==> src/hdl/chf_pkg.sv <==
// Shared types, constants and helper functions of the cone hit fraction block.
package chf_pkg;

  localparam int DEF_MAX_HITS    = 4096;
  localparam int DEF_COORD_WIDTH = 20;

  localparam int CLAMP_W = 24;   // coordinates after clamping
  localparam int AXIS_W  = 16;   // axis direction, Q1.15
  localparam int APEX_W  = 22;   // cone apex, 1/64 mm
  localparam int VEC_W   = 25;   // working difference vector
  localparam int PAR_W   = 28;   // parallel distance
  localparam int MUL_W   = 28;   // multiplier operands
  localparam int ACC_W   = 56;   // product and accumulator
  localparam int RAD_W   = 52;   // square root radicand
  localparam int ROOT_W  = RAD_W / 2;
  localparam int DVD_W   = 42;   // divider dividend and quotient
  localparam int DVS_W   = ROOT_W;
  localparam int DIST_W  = 22;
  localparam int COS_W   = 16;
  localparam int FRAC_W  = 17;
  localparam int STAT_W  = 2;
  localparam int CFG_AW  = 3;
  localparam int CFG_DW  = 22;

  localparam int COORD_LIMIT = 8388607;
  localparam int APEX_LIMIT  = 2097151;
  localparam int COS_LIMIT   = 32767;
  localparam int HALF_Q15    = 16384;
  localparam logic [DIST_W-1:0] DIST_MAX = '1;

  // Operation codes carried in tuser
  localparam logic [1:0] OP_AXIS = 2'd0;
  localparam logic [1:0] OP_ICPT = 2'd1;
  localparam logic [1:0] OP_CENT = 2'd2;
  localparam logic [1:0] OP_HIT  = 2'd3;

  // Result status codes
  localparam logic [STAT_W-1:0] ST_OK     = 2'd0;
  localparam logic [STAT_W-1:0] ST_RADIAL = 2'd1;
  localparam logic [STAT_W-1:0] ST_SEP    = 2'd2;
  localparam logic [STAT_W-1:0] ST_ZERO   = 2'd3;

  // Configuration register indexes
  localparam logic [CFG_AW-1:0] CFG_CONE_COS = 3'd0;
  localparam logic [CFG_AW-1:0] CFG_MIN_RAD  = 3'd1;
  localparam logic [CFG_AW-1:0] CFG_CUT1_COS = 3'd2;
  localparam logic [CFG_AW-1:0] CFG_CUT1_SEP = 3'd3;
  localparam logic [CFG_AW-1:0] CFG_CUT2_COS = 3'd4;
  localparam logic [CFG_AW-1:0] CFG_CUT2_SEP = 3'd5;

  localparam logic signed [COS_W-1:0] RST_CONE_COS = 16'sd29491;
  localparam logic signed [COS_W-1:0] RST_MIN_RAD  = 16'sd8192;
  localparam logic signed [COS_W-1:0] RST_CUT1_COS = 16'sd16384;
  localparam logic [DIST_W-1:0]       RST_CUT1_SEP = 22'd2024;
  localparam logic signed [COS_W-1:0] RST_CUT2_COS = 16'sd24576;
  localparam logic [DIST_W-1:0]       RST_CUT2_SEP = 22'd2479;

  typedef enum logic [1:0] {
    MAC_DOT,
    MAC_SQ,
    MAC_APEX
  } mac_mode_e;

  typedef enum logic {
    DIV_COS,
    DIV_FRAC
  } div_sel_e;

  typedef struct packed {
    logic      capture;
    logic      ld_axis;
    logic      ld_icpt;
    logic      diff_icpt;
    logic      diff_apex;
    logic      mac_en;
    mac_mode_e mac_mode;
    logic [1:0] step;
    logic      ld_par;
    logic      ld_vapex;
    logic      sqrt_start;
    logic      div_start;
    div_sel_e  div_sel;
    logic      rcos_wr;
    logic      hit_upd;
    logic      stat_ld;
    logic      emit;
  } cmd_t;

  typedef struct packed {
    logic [1:0] op;
    logic       last;
    logic       sqrt_done;
    logic       div_done;
    logic       mag_zero;
    logic       need_frac;
    logic       out_free;
  } sts_t;

  // Divide by 2^15, rounding half away from zero
  function automatic logic signed [ACC_W-1:0] round_q15(input logic signed [ACC_W-1:0] v);
    logic signed [ACC_W-1:0] m;
    logic signed [ACC_W-1:0] r;
    m = v[ACC_W-1] ? -v : v;
    r = (m + ACC_W'(HALF_Q15)) >>> 15;
    return v[ACC_W-1] ? -r : r;
  endfunction

endpackage

==> src/hdl/chf_sqrt.sv <==
// Iterative integer square root, one result bit per cycle.
module chf_sqrt (
  input  logic                         clk_i,
  input  logic                         rst_ni,
  input  logic                         start_i,
  input  logic [chf_pkg::RAD_W-1:0]    rad_i,
  output logic                         done_o,
  output logic [chf_pkg::ROOT_W-1:0]   root_o
);

  localparam int RW  = chf_pkg::ROOT_W;
  localparam int REW = RW + 2;
  localparam int CW  = $clog2(RW + 1);

  logic [chf_pkg::RAD_W-1:0] rad_q;
  logic [REW-1:0]            rem_q;
  logic [RW-1:0]             root_q;
  logic [CW-1:0]             cnt_q;
  logic                      busy_q, done_q;
  logic [REW+1:0]            rem_n, trial;

  assign rem_n  = {rem_q, rad_q[chf_pkg::RAD_W-1 -: 2]};
  assign trial  = {2'b00, root_q, 2'b01};
  assign done_o = done_q;
  assign root_o = root_q;

  always_ff @(posedge clk_i or negedge rst_ni) begin
    if (!rst_ni) begin
      busy_q <= 1'b0;
      done_q <= 1'b0;
      cnt_q  <= '0;
      root_q <= '0;
    end else begin
      done_q <= 1'b0;
      if (start_i) begin
        busy_q <= 1'b1;
        cnt_q  <= CW'(RW);
        root_q <= '0;
      end else if (busy_q) begin
        if (rem_n >= trial) begin
          root_q <= {root_q[RW-2:0], 1'b1};
        end else begin
          root_q <= {root_q[RW-2:0], 1'b0};
        end
        cnt_q <= cnt_q - CW'(1);
        if (cnt_q == CW'(1)) begin
          busy_q <= 1'b0;
          done_q <= 1'b1;
        end
      end
    end
  end

  always_ff @(posedge clk_i) begin
    if (start_i) begin
      rad_q <= rad_i;
      rem_q <= '0;
    end else if (busy_q) begin
      rad_q <= {rad_q[chf_pkg::RAD_W-3:0], 2'b00};
      if (rem_n >= trial) begin
        rem_q <= REW'(rem_n - trial);
      end else begin
        rem_q <= REW'(rem_n);
      end
    end
  end

endmodule

==> src/hdl/chf_div.sv <==
// Iterative restoring divider, one quotient bit per cycle.
module chf_div (
  input  logic                        clk_i,
  input  logic                        rst_ni,
  input  logic                        start_i,
  input  logic [chf_pkg::DVD_W-1:0]   dvd_i,
  input  logic [chf_pkg::DVS_W-1:0]   dvs_i,
  output logic                        done_o,
  output logic [chf_pkg::DVD_W-1:0]   quot_o
);

  localparam int NW = chf_pkg::DVD_W;
  localparam int SW = chf_pkg::DVS_W;
  localparam int CW = $clog2(NW + 1);

  logic [NW-1:0] dq_q;
  logic [SW-1:0] dvs_q, rem_q;
  logic [CW-1:0] cnt_q;
  logic          busy_q, done_q;
  logic [SW:0]   rem_n;
  logic          ge;

  assign rem_n  = {rem_q, dq_q[NW-1]};
  assign ge     = rem_n >= {1'b0, dvs_q};
  assign done_o = done_q;
  assign quot_o = dq_q;

  always_ff @(posedge clk_i or negedge rst_ni) begin
    if (!rst_ni) begin
      busy_q <= 1'b0;
      done_q <= 1'b0;
      cnt_q  <= '0;
    end else begin
      done_q <= 1'b0;
      if (start_i) begin
        busy_q <= 1'b1;
        cnt_q  <= CW'(NW);
      end else if (busy_q) begin
        cnt_q <= cnt_q - CW'(1);
        if (cnt_q == CW'(1)) begin
          busy_q <= 1'b0;
          done_q <= 1'b1;
        end
      end
    end
  end

  always_ff @(posedge clk_i) begin
    if (start_i) begin
      dq_q  <= dvd_i;
      dvs_q <= dvs_i;
      rem_q <= '0;
    end else if (busy_q) begin
      dq_q <= {dq_q[NW-2:0], ge};
      if (ge) begin
        rem_q <= SW'(rem_n - {1'b0, dvs_q});
      end else begin
        rem_q <= SW'(rem_n);
      end
    end
  end

endmodule

==> src/hdl/chf_dp.sv <==
// Datapath: cone state, shared multiplier and accumulator, root and divide units, result.
module chf_dp #(
  parameter int MAX_HITS    = chf_pkg::DEF_MAX_HITS,
  parameter int COORD_WIDTH = chf_pkg::DEF_COORD_WIDTH,
  parameter int CNT_W       = $clog2(MAX_HITS + 1),
  parameter int IN_W        = ((3 * COORD_WIDTH + 7) / 8) * 8,
  parameter int OUT_W       = ((chf_pkg::FRAC_W + 2 * CNT_W + chf_pkg::STAT_W + 7) / 8) * 8
) (
  input  logic                        clk_i,
  input  logic                        rst_ni,
  input  logic                        cfg_we_i,
  input  logic [chf_pkg::CFG_AW-1:0]  cfg_addr_i,
  input  logic [chf_pkg::CFG_DW-1:0]  cfg_wdata_i,
  input  logic [IN_W-1:0]             in_data_i,
  input  logic [1:0]                  in_user_i,
  input  logic                        in_last_i,
  input  chf_pkg::cmd_t               cmd_i,
  output chf_pkg::sts_t               sts_o,
  output logic                        out_valid_o,
  input  logic                        out_ready_i,
  output logic [OUT_W-1:0]            out_data_o
);

  localparam int CLW = chf_pkg::CLAMP_W;
  localparam int AW  = chf_pkg::ACC_W;
  localparam logic signed [32:0] CL_HI = 33'(chf_pkg::COORD_LIMIT);
  localparam logic signed [32:0] CL_LO = -CL_HI - 33'sd1;
  localparam logic signed [CLW-1:0] AX_HI = CLW'(chf_pkg::COS_LIMIT);
  localparam logic signed [CLW-1:0] AX_LO = -AX_HI - CLW'(1);
  localparam logic signed [AW-1:0] APX_HI = AW'(chf_pkg::APEX_LIMIT);
  localparam logic signed [AW-1:0] APX_LO = -APX_HI - AW'(1);
  localparam logic [CNT_W-1:0] CNT_MAX = CNT_W'(MAX_HITS);

  // configuration
  logic signed [15:0] cone_cos_q, min_rad_q, cut1_cos_q, cut2_cos_q;
  logic [chf_pkg::DIST_W-1:0] cut1_sep_q, cut2_sep_q;

  // cone and item state
  logic signed [CLW-1:0]             cin_q   [3];
  logic signed [chf_pkg::AXIS_W-1:0] axis_q  [3];
  logic signed [CLW-1:0]             icpt_q  [3];
  logic signed [chf_pkg::APEX_W-1:0] apex_q  [3];
  logic signed [chf_pkg::VEC_W-1:0]  vec_q   [3];
  logic signed [chf_pkg::PAR_W-1:0]  par_q;
  logic signed [AW-1:0]              prod_q, acc_q;
  logic signed [chf_pkg::COS_W-1:0]  rcos_q;
  logic [1:0]                        op_q;
  logic                              last_q;
  logic [CNT_W-1:0]                  hit_cnt_q, in_cnt_q;
  logic [chf_pkg::DIST_W-1:0]        near_q;
  logic                              zseen_q;
  logic [chf_pkg::STAT_W-1:0]        stat_q;
  logic                              fuse_q;
  logic                              out_valid_q;
  logic [chf_pkg::FRAC_W-1:0]        frac_q;
  logic [CNT_W-1:0]                  out_in_q, out_tot_q;
  logic [chf_pkg::STAT_W-1:0]        out_stat_q;

  logic signed [CLW-1:0] cl [3];

  for (genvar i = 0; i < 3; i++) begin : g_clamp
    logic signed [32:0] ext;
    assign ext   = 33'($signed(in_data_i[i*COORD_WIDTH +: COORD_WIDTH]));
    assign cl[i] = (ext > CL_HI) ? CLW'(CL_HI) : (ext < CL_LO) ? CLW'(CL_LO) : ext[CLW-1:0];
  end

  // multiplier operand selection
  logic signed [chf_pkg::VEC_W-1:0]  vsel;
  logic signed [chf_pkg::AXIS_W-1:0] asel;
  logic signed [CLW-1:0]             isel;
  logic signed [chf_pkg::MUL_W-1:0]  opa, opb;
  logic signed [AW-1:0]              prod_d, apx_sum;
  logic signed [chf_pkg::APEX_W-1:0] apx_new;

  always_comb begin
    vsel = '0;
    asel = '0;
    isel = '0;
    case (cmd_i.step)
      2'd0: begin
        vsel = vec_q[0];
        asel = axis_q[0];
      end
      2'd1: begin
        vsel = vec_q[1];
        asel = axis_q[1];
        isel = icpt_q[0];
      end
      2'd2: begin
        vsel = vec_q[2];
        asel = axis_q[2];
        isel = icpt_q[1];
      end
      default: begin
        isel = icpt_q[2];
      end
    endcase
  end

  always_comb begin
    case (cmd_i.mac_mode)
      chf_pkg::MAC_SQ: begin
        opa = chf_pkg::MUL_W'(vsel);
        opb = chf_pkg::MUL_W'(vsel);
      end
      chf_pkg::MAC_APEX: begin
        opa = chf_pkg::MUL_W'(asel);
        opb = par_q;
      end
      default: begin
        opa = chf_pkg::MUL_W'(vsel);
        opb = chf_pkg::MUL_W'(asel);
      end
    endcase
  end

  assign prod_d  = opa * opb;
  assign apx_sum = AW'(isel) + chf_pkg::round_q15(prod_q);
  assign apx_new = (apx_sum > APX_HI) ? chf_pkg::APEX_W'(APX_HI) :
                   (apx_sum < APX_LO) ? chf_pkg::APEX_W'(APX_LO) :
                   apx_sum[chf_pkg::APEX_W-1:0];

  // square root and divide units
  logic [chf_pkg::ROOT_W-1:0] root;
  logic [chf_pkg::DVD_W-1:0]  quot, dvd;
  logic [chf_pkg::DVS_W-1:0]  dvs;
  logic                       sqrt_done, div_done;
  logic signed [AW-1:0]       acc_abs;
  logic                       acc_neg;

  assign acc_neg = acc_q[AW-1];
  assign acc_abs = acc_neg ? -acc_q : acc_q;
  assign dvd = (cmd_i.div_sel == chf_pkg::DIV_FRAC) ?
               chf_pkg::DVD_W'({in_cnt_q, 16'b0}) : acc_abs[chf_pkg::DVD_W-1:0];
  assign dvs = (cmd_i.div_sel == chf_pkg::DIV_FRAC) ?
               chf_pkg::DVS_W'(hit_cnt_q) : root;

  chf_sqrt u_sqrt (
    .clk_i   (clk_i),
    .rst_ni  (rst_ni),
    .start_i (cmd_i.sqrt_start),
    .rad_i   (acc_q[chf_pkg::RAD_W-1:0]),
    .done_o  (sqrt_done),
    .root_o  (root)
  );

  chf_div u_div (
    .clk_i   (clk_i),
    .rst_ni  (rst_ni),
    .start_i (cmd_i.div_start),
    .dvd_i   (dvd),
    .dvs_i   (dvs),
    .done_o  (div_done),
    .quot_o  (quot)
  );

  // cosine from the quotient, saturated to Q1.15
  logic                             mag_zero;
  logic signed [chf_pkg::COS_W-1:0] cos_val;
  logic [chf_pkg::DIST_W-1:0]       dist_sat;

  assign mag_zero = (root == '0);
  assign dist_sat = (root > chf_pkg::ROOT_W'(chf_pkg::DIST_MAX)) ?
                    chf_pkg::DIST_MAX : root[chf_pkg::DIST_W-1:0];

  always_comb begin
    if (mag_zero) begin
      cos_val = '0;
    end else if (!acc_neg) begin
      cos_val = (quot > chf_pkg::DVD_W'(32767)) ? 16'sh7fff : quot[15:0];
    end else begin
      cos_val = (quot > chf_pkg::DVD_W'(32768)) ? 16'sh8000 : 16'(16'd0 - quot[15:0]);
    end
  end

  // result status
  logic                       apex_zero, radial_rej, cut_rej;
  logic [chf_pkg::STAT_W-1:0] stat_d;

  assign apex_zero  = (apex_q[0] == '0) && (apex_q[1] == '0) && (apex_q[2] == '0);
  assign radial_rej = apex_zero || (rcos_q < min_rad_q);
  assign cut_rej    = ((rcos_q < cut1_cos_q) && (near_q > cut1_sep_q)) ||
                      ((rcos_q < cut2_cos_q) && (near_q > cut2_sep_q));
  assign stat_d     = radial_rej ? chf_pkg::ST_RADIAL :
                      zseen_q    ? chf_pkg::ST_ZERO   :
                      cut_rej    ? chf_pkg::ST_SEP    : chf_pkg::ST_OK;

  always_comb begin
    sts_o           = '0;
    sts_o.op        = op_q;
    sts_o.last      = last_q;
    sts_o.sqrt_done = sqrt_done;
    sts_o.div_done  = div_done;
    sts_o.mag_zero  = mag_zero;
    sts_o.need_frac = (stat_d == chf_pkg::ST_OK) && (hit_cnt_q != '0);
    sts_o.out_free  = !out_valid_q || out_ready_i;
  end

  // configuration registers
  always_ff @(posedge clk_i or negedge rst_ni) begin
    if (!rst_ni) begin
      cone_cos_q <= chf_pkg::RST_CONE_COS;
      min_rad_q  <= chf_pkg::RST_MIN_RAD;
      cut1_cos_q <= chf_pkg::RST_CUT1_COS;
      cut1_sep_q <= chf_pkg::RST_CUT1_SEP;
      cut2_cos_q <= chf_pkg::RST_CUT2_COS;
      cut2_sep_q <= chf_pkg::RST_CUT2_SEP;
    end else if (cfg_we_i) begin
      case (cfg_addr_i)
        chf_pkg::CFG_CONE_COS: cone_cos_q <= cfg_wdata_i[15:0];
        chf_pkg::CFG_MIN_RAD:  min_rad_q  <= cfg_wdata_i[15:0];
        chf_pkg::CFG_CUT1_COS: cut1_cos_q <= cfg_wdata_i[15:0];
        chf_pkg::CFG_CUT1_SEP: cut1_sep_q <= cfg_wdata_i;
        chf_pkg::CFG_CUT2_COS: cut2_cos_q <= cfg_wdata_i[15:0];
        chf_pkg::CFG_CUT2_SEP: cut2_sep_q <= cfg_wdata_i;
        default: ;
      endcase
    end
  end

  // cone state and hit accumulation
  always_ff @(posedge clk_i or negedge rst_ni) begin
    if (!rst_ni) begin
      for (int i = 0; i < 3; i++) begin
        axis_q[i] <= '0;
        icpt_q[i] <= '0;
        apex_q[i] <= '0;
      end
      rcos_q      <= '0;
      hit_cnt_q   <= '0;
      in_cnt_q    <= '0;
      near_q      <= chf_pkg::DIST_MAX;
      zseen_q     <= 1'b0;
      out_valid_q <= 1'b0;
    end else begin
      if (cmd_i.ld_axis) begin
        for (int i = 0; i < 3; i++) begin
          axis_q[i] <= (cin_q[i] > AX_HI) ? 16'sh7fff :
                       (cin_q[i] < AX_LO) ? 16'sh8000 : cin_q[i][15:0];
        end
      end
      if (cmd_i.ld_icpt) begin
        for (int i = 0; i < 3; i++) icpt_q[i] <= cin_q[i];
      end
      if (cmd_i.mac_en && cmd_i.mac_mode == chf_pkg::MAC_APEX) begin
        case (cmd_i.step)
          2'd1:    apex_q[0] <= apx_new;
          2'd2:    apex_q[1] <= apx_new;
          2'd3:    apex_q[2] <= apx_new;
          default: ;
        endcase
      end
      if (cmd_i.rcos_wr) rcos_q <= cos_val;
      if (cmd_i.hit_upd) begin
        if (hit_cnt_q < CNT_MAX) hit_cnt_q <= hit_cnt_q + CNT_W'(1);
        if (mag_zero) begin
          zseen_q <= 1'b1;
        end else begin
          if (dist_sat < near_q) near_q <= dist_sat;
          if ((cos_val > cone_cos_q) && (in_cnt_q < CNT_MAX)) in_cnt_q <= in_cnt_q + CNT_W'(1);
        end
      end
      if (cmd_i.emit) begin
        out_valid_q <= 1'b1;
        hit_cnt_q   <= '0;
        in_cnt_q    <= '0;
        near_q      <= chf_pkg::DIST_MAX;
        zseen_q     <= 1'b0;
      end else if (out_ready_i) begin
        out_valid_q <= 1'b0;
      end
    end
  end

  // working registers, no reset needed
  always_ff @(posedge clk_i) begin
    if (cmd_i.capture) begin
      for (int i = 0; i < 3; i++) cin_q[i] <= cl[i];
      op_q   <= in_user_i;
      last_q <= in_last_i;
    end
    if (cmd_i.diff_icpt) begin
      for (int i = 0; i < 3; i++) vec_q[i] <= chf_pkg::VEC_W'(cin_q[i]) - chf_pkg::VEC_W'(icpt_q[i]);
    end
    if (cmd_i.diff_apex) begin
      for (int i = 0; i < 3; i++) vec_q[i] <= chf_pkg::VEC_W'(cin_q[i]) - chf_pkg::VEC_W'(apex_q[i]);
    end
    if (cmd_i.ld_vapex) begin
      for (int i = 0; i < 3; i++) vec_q[i] <= chf_pkg::VEC_W'(apex_q[i]);
    end
    if (cmd_i.mac_en) begin
      prod_q <= prod_d;
      if (cmd_i.mac_mode != chf_pkg::MAC_APEX) begin
        acc_q <= (cmd_i.step == 2'd0) ? '0 : acc_q + prod_q;
      end
    end
    if (cmd_i.ld_par) par_q <= chf_pkg::PAR_W'(chf_pkg::round_q15(acc_q));
    if (cmd_i.stat_ld) begin
      stat_q <= stat_d;
      fuse_q <= sts_o.need_frac;
    end
    if (cmd_i.emit) begin
      frac_q     <= fuse_q ? quot[chf_pkg::FRAC_W-1:0] : '0;
      out_in_q   <= in_cnt_q;
      out_tot_q  <= hit_cnt_q;
      out_stat_q <= stat_q;
    end
  end

  assign out_valid_o = out_valid_q;
  assign out_data_o  = OUT_W'({out_stat_q, out_tot_q, out_in_q, frac_q});

endmodule

==> src/hdl/chf_ctrl.sv <==
// Controller: sequences each item's steps through the datapath.
module chf_ctrl (
  input  logic           clk_i,
  input  logic           rst_ni,
  input  logic           in_valid_i,
  output logic           in_ready_o,
  input  chf_pkg::sts_t  sts_i,
  output chf_pkg::cmd_t  cmd_o
);

  localparam logic [3:0] S_IDLE   = 4'd0;
  localparam logic [3:0] S_DISP   = 4'd1;
  localparam logic [3:0] S_PDOT   = 4'd2;
  localparam logic [3:0] S_PAR    = 4'd3;
  localparam logic [3:0] S_APEX   = 4'd4;
  localparam logic [3:0] S_VAPEX  = 4'd5;
  localparam logic [3:0] S_SQ     = 4'd6;
  localparam logic [3:0] S_SQST   = 4'd7;
  localparam logic [3:0] S_SQW    = 4'd8;
  localparam logic [3:0] S_CDOT   = 4'd9;
  localparam logic [3:0] S_CDIVST = 4'd10;
  localparam logic [3:0] S_CDIVW  = 4'd11;
  localparam logic [3:0] S_COSW   = 4'd12;
  localparam logic [3:0] S_STAT   = 4'd13;
  localparam logic [3:0] S_FDIV   = 4'd14;
  localparam logic [3:0] S_EMIT   = 4'd15;

  logic [3:0] state_q, state_d;
  logic [1:0] step_q, step_d;
  logic       step_end;

  assign step_end   = (step_q == 2'd3);
  assign in_ready_o = (state_q == S_IDLE);

  always_comb begin
    state_d = state_q;
    step_d  = 2'd0;
    cmd_o   = '0;
    cmd_o.step     = step_q;
    cmd_o.mac_mode = chf_pkg::MAC_DOT;
    cmd_o.div_sel  = chf_pkg::DIV_COS;
    case (state_q)
      S_IDLE: begin
        cmd_o.capture = in_valid_i;
        if (in_valid_i) state_d = S_DISP;
      end
      S_DISP: begin
        case (sts_i.op)
          chf_pkg::OP_AXIS: begin
            cmd_o.ld_axis = 1'b1;
            state_d = S_IDLE;
          end
          chf_pkg::OP_ICPT: begin
            cmd_o.ld_icpt = 1'b1;
            state_d = S_IDLE;
          end
          chf_pkg::OP_CENT: begin
            cmd_o.diff_icpt = 1'b1;
            state_d = S_PDOT;
          end
          default: begin
            cmd_o.diff_apex = 1'b1;
            state_d = S_SQ;
          end
        endcase
      end
      S_PDOT, S_SQ, S_CDOT, S_APEX: begin
        cmd_o.mac_en = 1'b1;
        cmd_o.mac_mode = (state_q == S_SQ)   ? chf_pkg::MAC_SQ :
                         (state_q == S_APEX) ? chf_pkg::MAC_APEX : chf_pkg::MAC_DOT;
        step_d = step_q + 2'd1;
        if (step_end) begin
          step_d = 2'd0;
          case (state_q)
            S_PDOT:  state_d = S_PAR;
            S_APEX:  state_d = S_VAPEX;
            S_SQ:    state_d = S_SQST;
            default: state_d = S_CDIVST;
          endcase
        end
      end
      S_PAR: begin
        cmd_o.ld_par = 1'b1;
        state_d = S_APEX;
      end
      S_VAPEX: begin
        cmd_o.ld_vapex = 1'b1;
        state_d = S_SQ;
      end
      S_SQST: begin
        cmd_o.sqrt_start = 1'b1;
        state_d = S_SQW;
      end
      S_SQW: begin
        if (sts_i.sqrt_done) state_d = S_CDOT;
      end
      S_CDIVST: begin
        if (sts_i.mag_zero) begin
          state_d = S_COSW;
        end else begin
          cmd_o.div_start = 1'b1;
          state_d = S_CDIVW;
        end
      end
      S_CDIVW: begin
        if (sts_i.div_done) state_d = S_COSW;
      end
      S_COSW: begin
        if (sts_i.op == chf_pkg::OP_CENT) begin
          cmd_o.rcos_wr = 1'b1;
          state_d = S_IDLE;
        end else begin
          cmd_o.hit_upd = 1'b1;
          state_d = sts_i.last ? S_STAT : S_IDLE;
        end
      end
      S_STAT: begin
        cmd_o.stat_ld = 1'b1;
        cmd_o.div_sel = chf_pkg::DIV_FRAC;
        if (sts_i.need_frac) begin
          cmd_o.div_start = 1'b1;
          state_d = S_FDIV;
        end else begin
          state_d = S_EMIT;
        end
      end
      S_FDIV: begin
        if (sts_i.div_done) state_d = S_EMIT;
      end
      S_EMIT: begin
        if (sts_i.out_free) begin
          cmd_o.emit = 1'b1;
          state_d = S_IDLE;
        end
      end
      default: begin
        state_d = S_IDLE;
      end
    endcase
  end

  always_ff @(posedge clk_i or negedge rst_ni) begin
    if (!rst_ni) begin
      state_q <= S_IDLE;
      step_q  <= 2'd0;
    end else begin
      state_q <= state_d;
      step_q  <= step_d;
    end
  end

endmodule

==> src/hdl/cone_hit_fraction_top.sv <==
// Top level of the cone hit fraction block: controller, datapath and stream ports.
//
// Channel   Direction  Handshake                     Payload
// s_axis    in         s_axis_tvalid/s_axis_tready   tuser operation, tdata coords, tlast last hit
// m_axis    out        m_axis_tvalid/m_axis_tready   tdata fraction, counts, status
// cfg       in         cfg_we_i (no wait)            cfg_addr_i index, cfg_wdata_i value
//
// Axis and intercept loads end in the dispatch state. A hit (with no divide when its distance is
// zero) and a centroid both run the 26-step square root and the 42-step divider, which are shared.
// A last hit then loads the status and, when a fraction is needed, runs the fraction divide.
// One item is in work at a time; the next is accepted while a result waits in the output
// register, and a finished result waits for that register to drain. Reset is asynchronous.
module cone_hit_fraction_top #(
  parameter int MAX_HITS    = chf_pkg::DEF_MAX_HITS,
  parameter int COORD_WIDTH = chf_pkg::DEF_COORD_WIDTH
) (
  input  logic                        clk_i,
  input  logic                        rst_ni,
  input  logic                        cfg_we_i,
  input  logic [chf_pkg::CFG_AW-1:0]  cfg_addr_i,
  input  logic [chf_pkg::CFG_DW-1:0]  cfg_wdata_i,
  input  logic                        s_axis_tvalid,
  output logic                        s_axis_tready,
  // coord_x, coord_y, coord_z, zero pad
  input  logic [((3 * COORD_WIDTH + 7) / 8) * 8 - 1:0] s_axis_tdata,
  // operation
  input  logic [1:0]                  s_axis_tuser,
  input  logic                        s_axis_tlast,
  output logic                        m_axis_tvalid,
  input  logic                        m_axis_tready,
  // fraction_in_cone, hits_in_cone, hit_total, status, zero pad
  output logic [((chf_pkg::FRAC_W + 2 * $clog2(MAX_HITS + 1) + chf_pkg::STAT_W + 7) / 8) * 8 - 1:0]
                                      m_axis_tdata
);

  localparam int CNT_W = $clog2(MAX_HITS + 1);
  localparam int IN_W  = ((3 * COORD_WIDTH + 7) / 8) * 8;
  localparam int OUT_W = ((chf_pkg::FRAC_W + 2 * CNT_W + chf_pkg::STAT_W + 7) / 8) * 8;

  chf_pkg::cmd_t cmd;
  chf_pkg::sts_t sts;

  chf_ctrl u_ctrl (
    .clk_i      (clk_i),
    .rst_ni     (rst_ni),
    .in_valid_i (s_axis_tvalid),
    .in_ready_o (s_axis_tready),
    .sts_i      (sts),
    .cmd_o      (cmd)
  );

  chf_dp #(
    .MAX_HITS    (MAX_HITS),
    .COORD_WIDTH (COORD_WIDTH),
    .CNT_W       (CNT_W),
    .IN_W        (IN_W),
    .OUT_W       (OUT_W)
  ) u_dp (
    .clk_i       (clk_i),
    .rst_ni      (rst_ni),
    .cfg_we_i    (cfg_we_i),
    .cfg_addr_i  (cfg_addr_i),
    .cfg_wdata_i (cfg_wdata_i),
    .in_data_i   (s_axis_tdata),
    .in_user_i   (s_axis_tuser),
    .in_last_i   (s_axis_tlast),
    .cmd_i       (cmd),
    .sts_o       (sts),
    .out_valid_o (m_axis_tvalid),
    .out_ready_i (m_axis_tready),
    .out_data_o  (m_axis_tdata)
  );

  localparam int F_W = chf_pkg::FRAC_W;

  // in-cone count never exceeds the total on a result
  a_count_order: assert property (@(posedge clk_i) disable iff (!rst_ni)
    m_axis_tvalid |-> (m_axis_tdata[F_W +: CNT_W] <= m_axis_tdata[F_W + CNT_W +: CNT_W]))
    else $error("hits_in_cone above hit_total");

  // a nonzero fraction only comes with an ok status
  a_frac_ok: assert property (@(posedge clk_i) disable iff (!rst_ni)
    (m_axis_tvalid && (m_axis_tdata[F_W-1:0] != '0)) |->
    (m_axis_tdata[F_W + 2*CNT_W +: chf_pkg::STAT_W] == chf_pkg::ST_OK))
    else $error("nonzero fraction on a rejected result");

  // an accepted item cannot produce a result in the following cycle
  a_no_fast_result: assert property (@(posedge clk_i) disable iff (!rst_ni)
    (s_axis_tvalid && s_axis_tready) |=> !$rose(m_axis_tvalid))
    else $error("result raised right after an accept");

endmodule
==> config.mk <==
export PLATFORM = sky130hd
export DESIGN_NAME = cone_hit_fraction_top
export DESIGN_NICKNAME = d
export VERILOG_FILES = /design/src/hdl/chf_pkg.sv /design/src/hdl/chf_sqrt.sv /design/src/hdl/chf_div.sv /design/src/hdl/chf_dp.sv /design/src/hdl/chf_ctrl.sv /design/src/hdl/cone_hit_fraction_top.sv
export SDC_FILE = /design/constraint.sdc
export NUM_CORES = 2
export LEC_CHECK = 0
export ABC_AREA = 1
export BUFFER_PORTS_ARGS = -buffer_cell sky130_fd_sc_hd__buf_4
export CORE_AREA = 2 2 372 411
export CTS_CLUSTER_SIZE = 16
export DETAILED_ROUTE_END_ITERATION = 10
export DIE_AREA = 0 0 374 413
export GPL_ROUTABILITY_DRIVEN = 0
export MAX_ROUTING_LAYER = met4
export PLACE_DENSITY = 0.82
export SYNTH_ARGS = -nofsm -noshare
export SYNTH_HDL_FRONTEND = slang
export SYNTH_HIERARCHICAL = 1
export SYNTH_SLANG_ARGS = --single-unit
==> constraint.sdc <==
create_clock -name clk_i -period 21.8 [get_ports clk_i]
set_input_delay 4.36 -clock clk_i [delete_from_list [all_inputs] [get_ports clk_i]]
set_output_delay 4.36 -clock clk_i [all_outputs]
set_load 0.005 [all_outputs]
==> run_results.csv <==
group,metric,value,unit
yosys,synth_cell_types,76,
critical_path,cp-startpoint,"u_ctrl/step_q[0]",
routing,totalWireLength,277000,µm
yosys,synthSimpleGateAreaFrac,24.2,%
run,maxCapViolCount,0,
critical_path,reg2regPathDepth,41,
floorplanning,num_rows,150,
yosys,synth-seq-cells,901,
layout,areaGrowthSynthToFinish,6.76,%
critical_path,cp_slowest_cell,"inv_1",
global_routing,overflow,0,
sta,setup_tns,0,ns
critical_path,critPathKind,"reg2reg",
layout,fin_area,0.0956,mm²
clock_network,clock_sinks,901,
yosys,syn_avg_cell_area,7.62,µm²
yosys,synth_top_family_by_area,"adder cells",
layout,fin_nets,13100,
routing,post_drt_wl_per_cell,20.2,µm
routing,drt_iter0_markers,10100,
layout,fin_util,63.4,%
place,port_buffers,139,
place,place_area,0.0923,mm²
critical_path,crit_cells,41,
worst_hold_path,hold_depth,0,
yosys,async_flop_share,44.2,%
yosys,synth_area,0.0896,mm²
floorplanning,die_h,413,µm
clock_network,cts-resized-gates,0,
layout,seq_area,0.0246,mm²
routing,route.detailed.drc,3,
critical_path,cp_max_fo,32,
yosys,synth-edff-count,449,
sta,max_slew_margin,5.86,%
clock_network,insertion_delay,0.73,ns
critical_path,crit_family,"adder cells",
routing,vias_per_cell,5.97,
critical_path,endpoint_kind,"flop",
routing,detail_route.first_pass.iterations,11,
yosys,ys_top_cells_by_area,"fa_1, edfxtp_1, nand2_1, dfrtp_1, inv_1",
global_routing,grt_pass1_vias,81400,
sta,fmax,79.7,MHz
global_routing,grt_util_all_layers,36.9,%
critical_path,regToRegSetupSlack,9.25,ns
critical_path,startpoint_type,"flop",
clock_network,cts_buffer_depth,3,
critical_path,critPathRequiredTime,22.25,ns
floorplanning,num_io_pins,147,
clock_network,hold_buffers,0,
global_routing,grt_max_degree,96,
clock_network,cts_tree,"yes",
routing,ant_nets,0,
yosys,synth_fa_ha_area_share,25.0,%
routing,vias,82100,
sta,rsz0062_at_grt,"false",
global_routing,antenna_found_initial,18,
status,status,"complete, but fails checks",
sta,skew,0.0469,ns
floorplanning,initial_core_util,59.4,%
critical_path,path_buf_inv,11,
critical_path,r2r-start,"u_ctrl/step_q[0]",
yosys,ys_warn_count,6,
layout,fillers,12300,
sta,fin_crit,12.55,ns
sta,hold_viol,0,
status,failed_checks,"DRC",
clock_network,cts_root_buffer,"clkbuf_16",
yosys,synth_cells,11700,
clock_network,cts-buffers-inserted,98,
layout,drive_above_1_share,6.66,%
yosys,synth_compound_area_share,9.69,%
floorplanning,die_w,374,µm
floorplanning,die_area,0.154,mm²
clock_network,clk_pin_slew_worst_paths,0.06,ns
yosys,synthTopCellsByCount,"nand2_1, inv_1, nor2_1",
yosys,synth.largest_area_cell,"fa_1",
sta,slew_violations,0,
yosys,synthXorXnorAreaFrac,2.50,%
layout,multi_input_area,0.0553,mm²
critical_path,cp.arrival,13.01,ns
worst_hold_path,hold_path.class,"reg2reg",
sta,setup_viol,0,
floorplanning,core,0.151,mm²
place,dp_hpwl,212000,µm
sta,tightest_slew,1.41,ns
sta,min_period_over_period,57.6,%
yosys,yosysTopAreaCellShare,17.2,%
yosys,synth-seq-area-share,27.5,%
global_routing,grt_first_pass_wirelength,436000,µm
yosys,synth.most_common_cell,"nand2_1",
critical_path,slowest_delay,1.12,ns
clock_network,post_cts_buffers,0,
yosys,muxShareOfSynthArea,0.189,%
clock_network,cts_max_level,3,
yosys,synthFlopType,"edfxtp_1",
worst_hold_path,hp-start,"u_dp/stat_q[1]",
-- layout make-up --
| cell class | instances | area share [%] |
|---|---|---|
| sequential | 901 | 25.7 |
| clock buffer | 146 | 3.00 |
| tap | 1976 | 2.59 |
| inverter | 2174 | 8.54 |
| antenna | 21 | 0.0550 |
| multi-input combinational | 8267 | 57.9 |
| clock inverter | 37 | 0.386 |
| timing repair buffer | 237 | 1.87 |
-- layout by cell type, fill, tap and decap left out, types with 175 or more instances in the layout --
master and n:
a21oi_1 512, ha_1 559, dfrtp_1 348, edfxtp_1 449, nand2_1 3202, buf_4 236, inv_1 2123, fa_1 768
nand3_1 351, nor2_1 941, o21ai_0 628, nand4_1 175
-- logic make-up after synthesis --
| family | after synthesis |
|---|---|
| compound gates | 1558 |
| xor+xnor | 250 |
| fa+ha+maj | 1327 |
| buf+inv | 2582 |
| flops | 901 |
| mux | 15 |
| other cells | 1 |
| simple gates | 5114 |
-- per-layer routing --
metal  GRT usage (%)  vias to the layer above  routed length (µm)
met5               -                        -                   0
met4            25.6                        0               23400
met3            9.02                     1437               33200
met2            56.7                     5376              123000
met1            42.8                    38500               97900
li1                -                    36800                   -
-- registers in the layout (all words and copies together) (netlist names), 26 cells and up --
name	count
u_dp/u_div/dvs_q	26
u_dp/par_q	28
u_dp/u_sqrt/rem_q	28
u_dp/icpt_q	63
u_dp/prod_q	56
u_dp/vec_q	75
u_dp/acc_q	56
u_dp/apex_q	66
u_dp/cin_q	63
u_dp/u_sqrt/root_o	26
u_dp/axis_q	48
u_dp/u_div/rem_q	26
u_dp/u_div/quot_o	42
u_dp/u_sqrt/rad_q	52
-- worst register-to-register path: cells and delay by family (launching register included) --
family | cells | cell delay, ns
simple gates | 9 | 1.53
xor+xnor | 1 | 0.09
flops | 1 | 0.33
buf+inv | 11 | 3.43
fa+ha+maj | 9 | 4.10
compound gates | 11 | 2.82
-- worst paths after layout --
check / endpoint
worst max-delay path: u_dp/prod_q[50]
worst min-delay path: u_dp/out_stat_q[1]
worst max register to register: u_dp/prod_q[50]
worst min register to register: u_dp/out_stat_q[1]
max in group asynchronous: u_dp/icpt_q[3]
min in group asynchronous: u_dp/cut2_cos_q[1]
-- metrics by stage --
| step | std cells | hold slack [ns] | worst slack [ns] |
|---|---|---|---|
| 2_1_floorplan | 11800 | 0.400 | 12.33 |
| 3_3_place_gp | 13600 | 0.410 | 9.96 |
| 3_5_place_dp | 13600 | 0.413 | 9.73 |
| 4_1_cts | 13700 | 0.427 | 9.73 |
| 5_1_grt | 13800 | 0.435 | 8.84 |
| 6_report | 13800 | 0.428 | 9.25 |
Power is not shown: default switching activity piles up to over one toggle a cycle in this logic, so the estimate is an artifact.
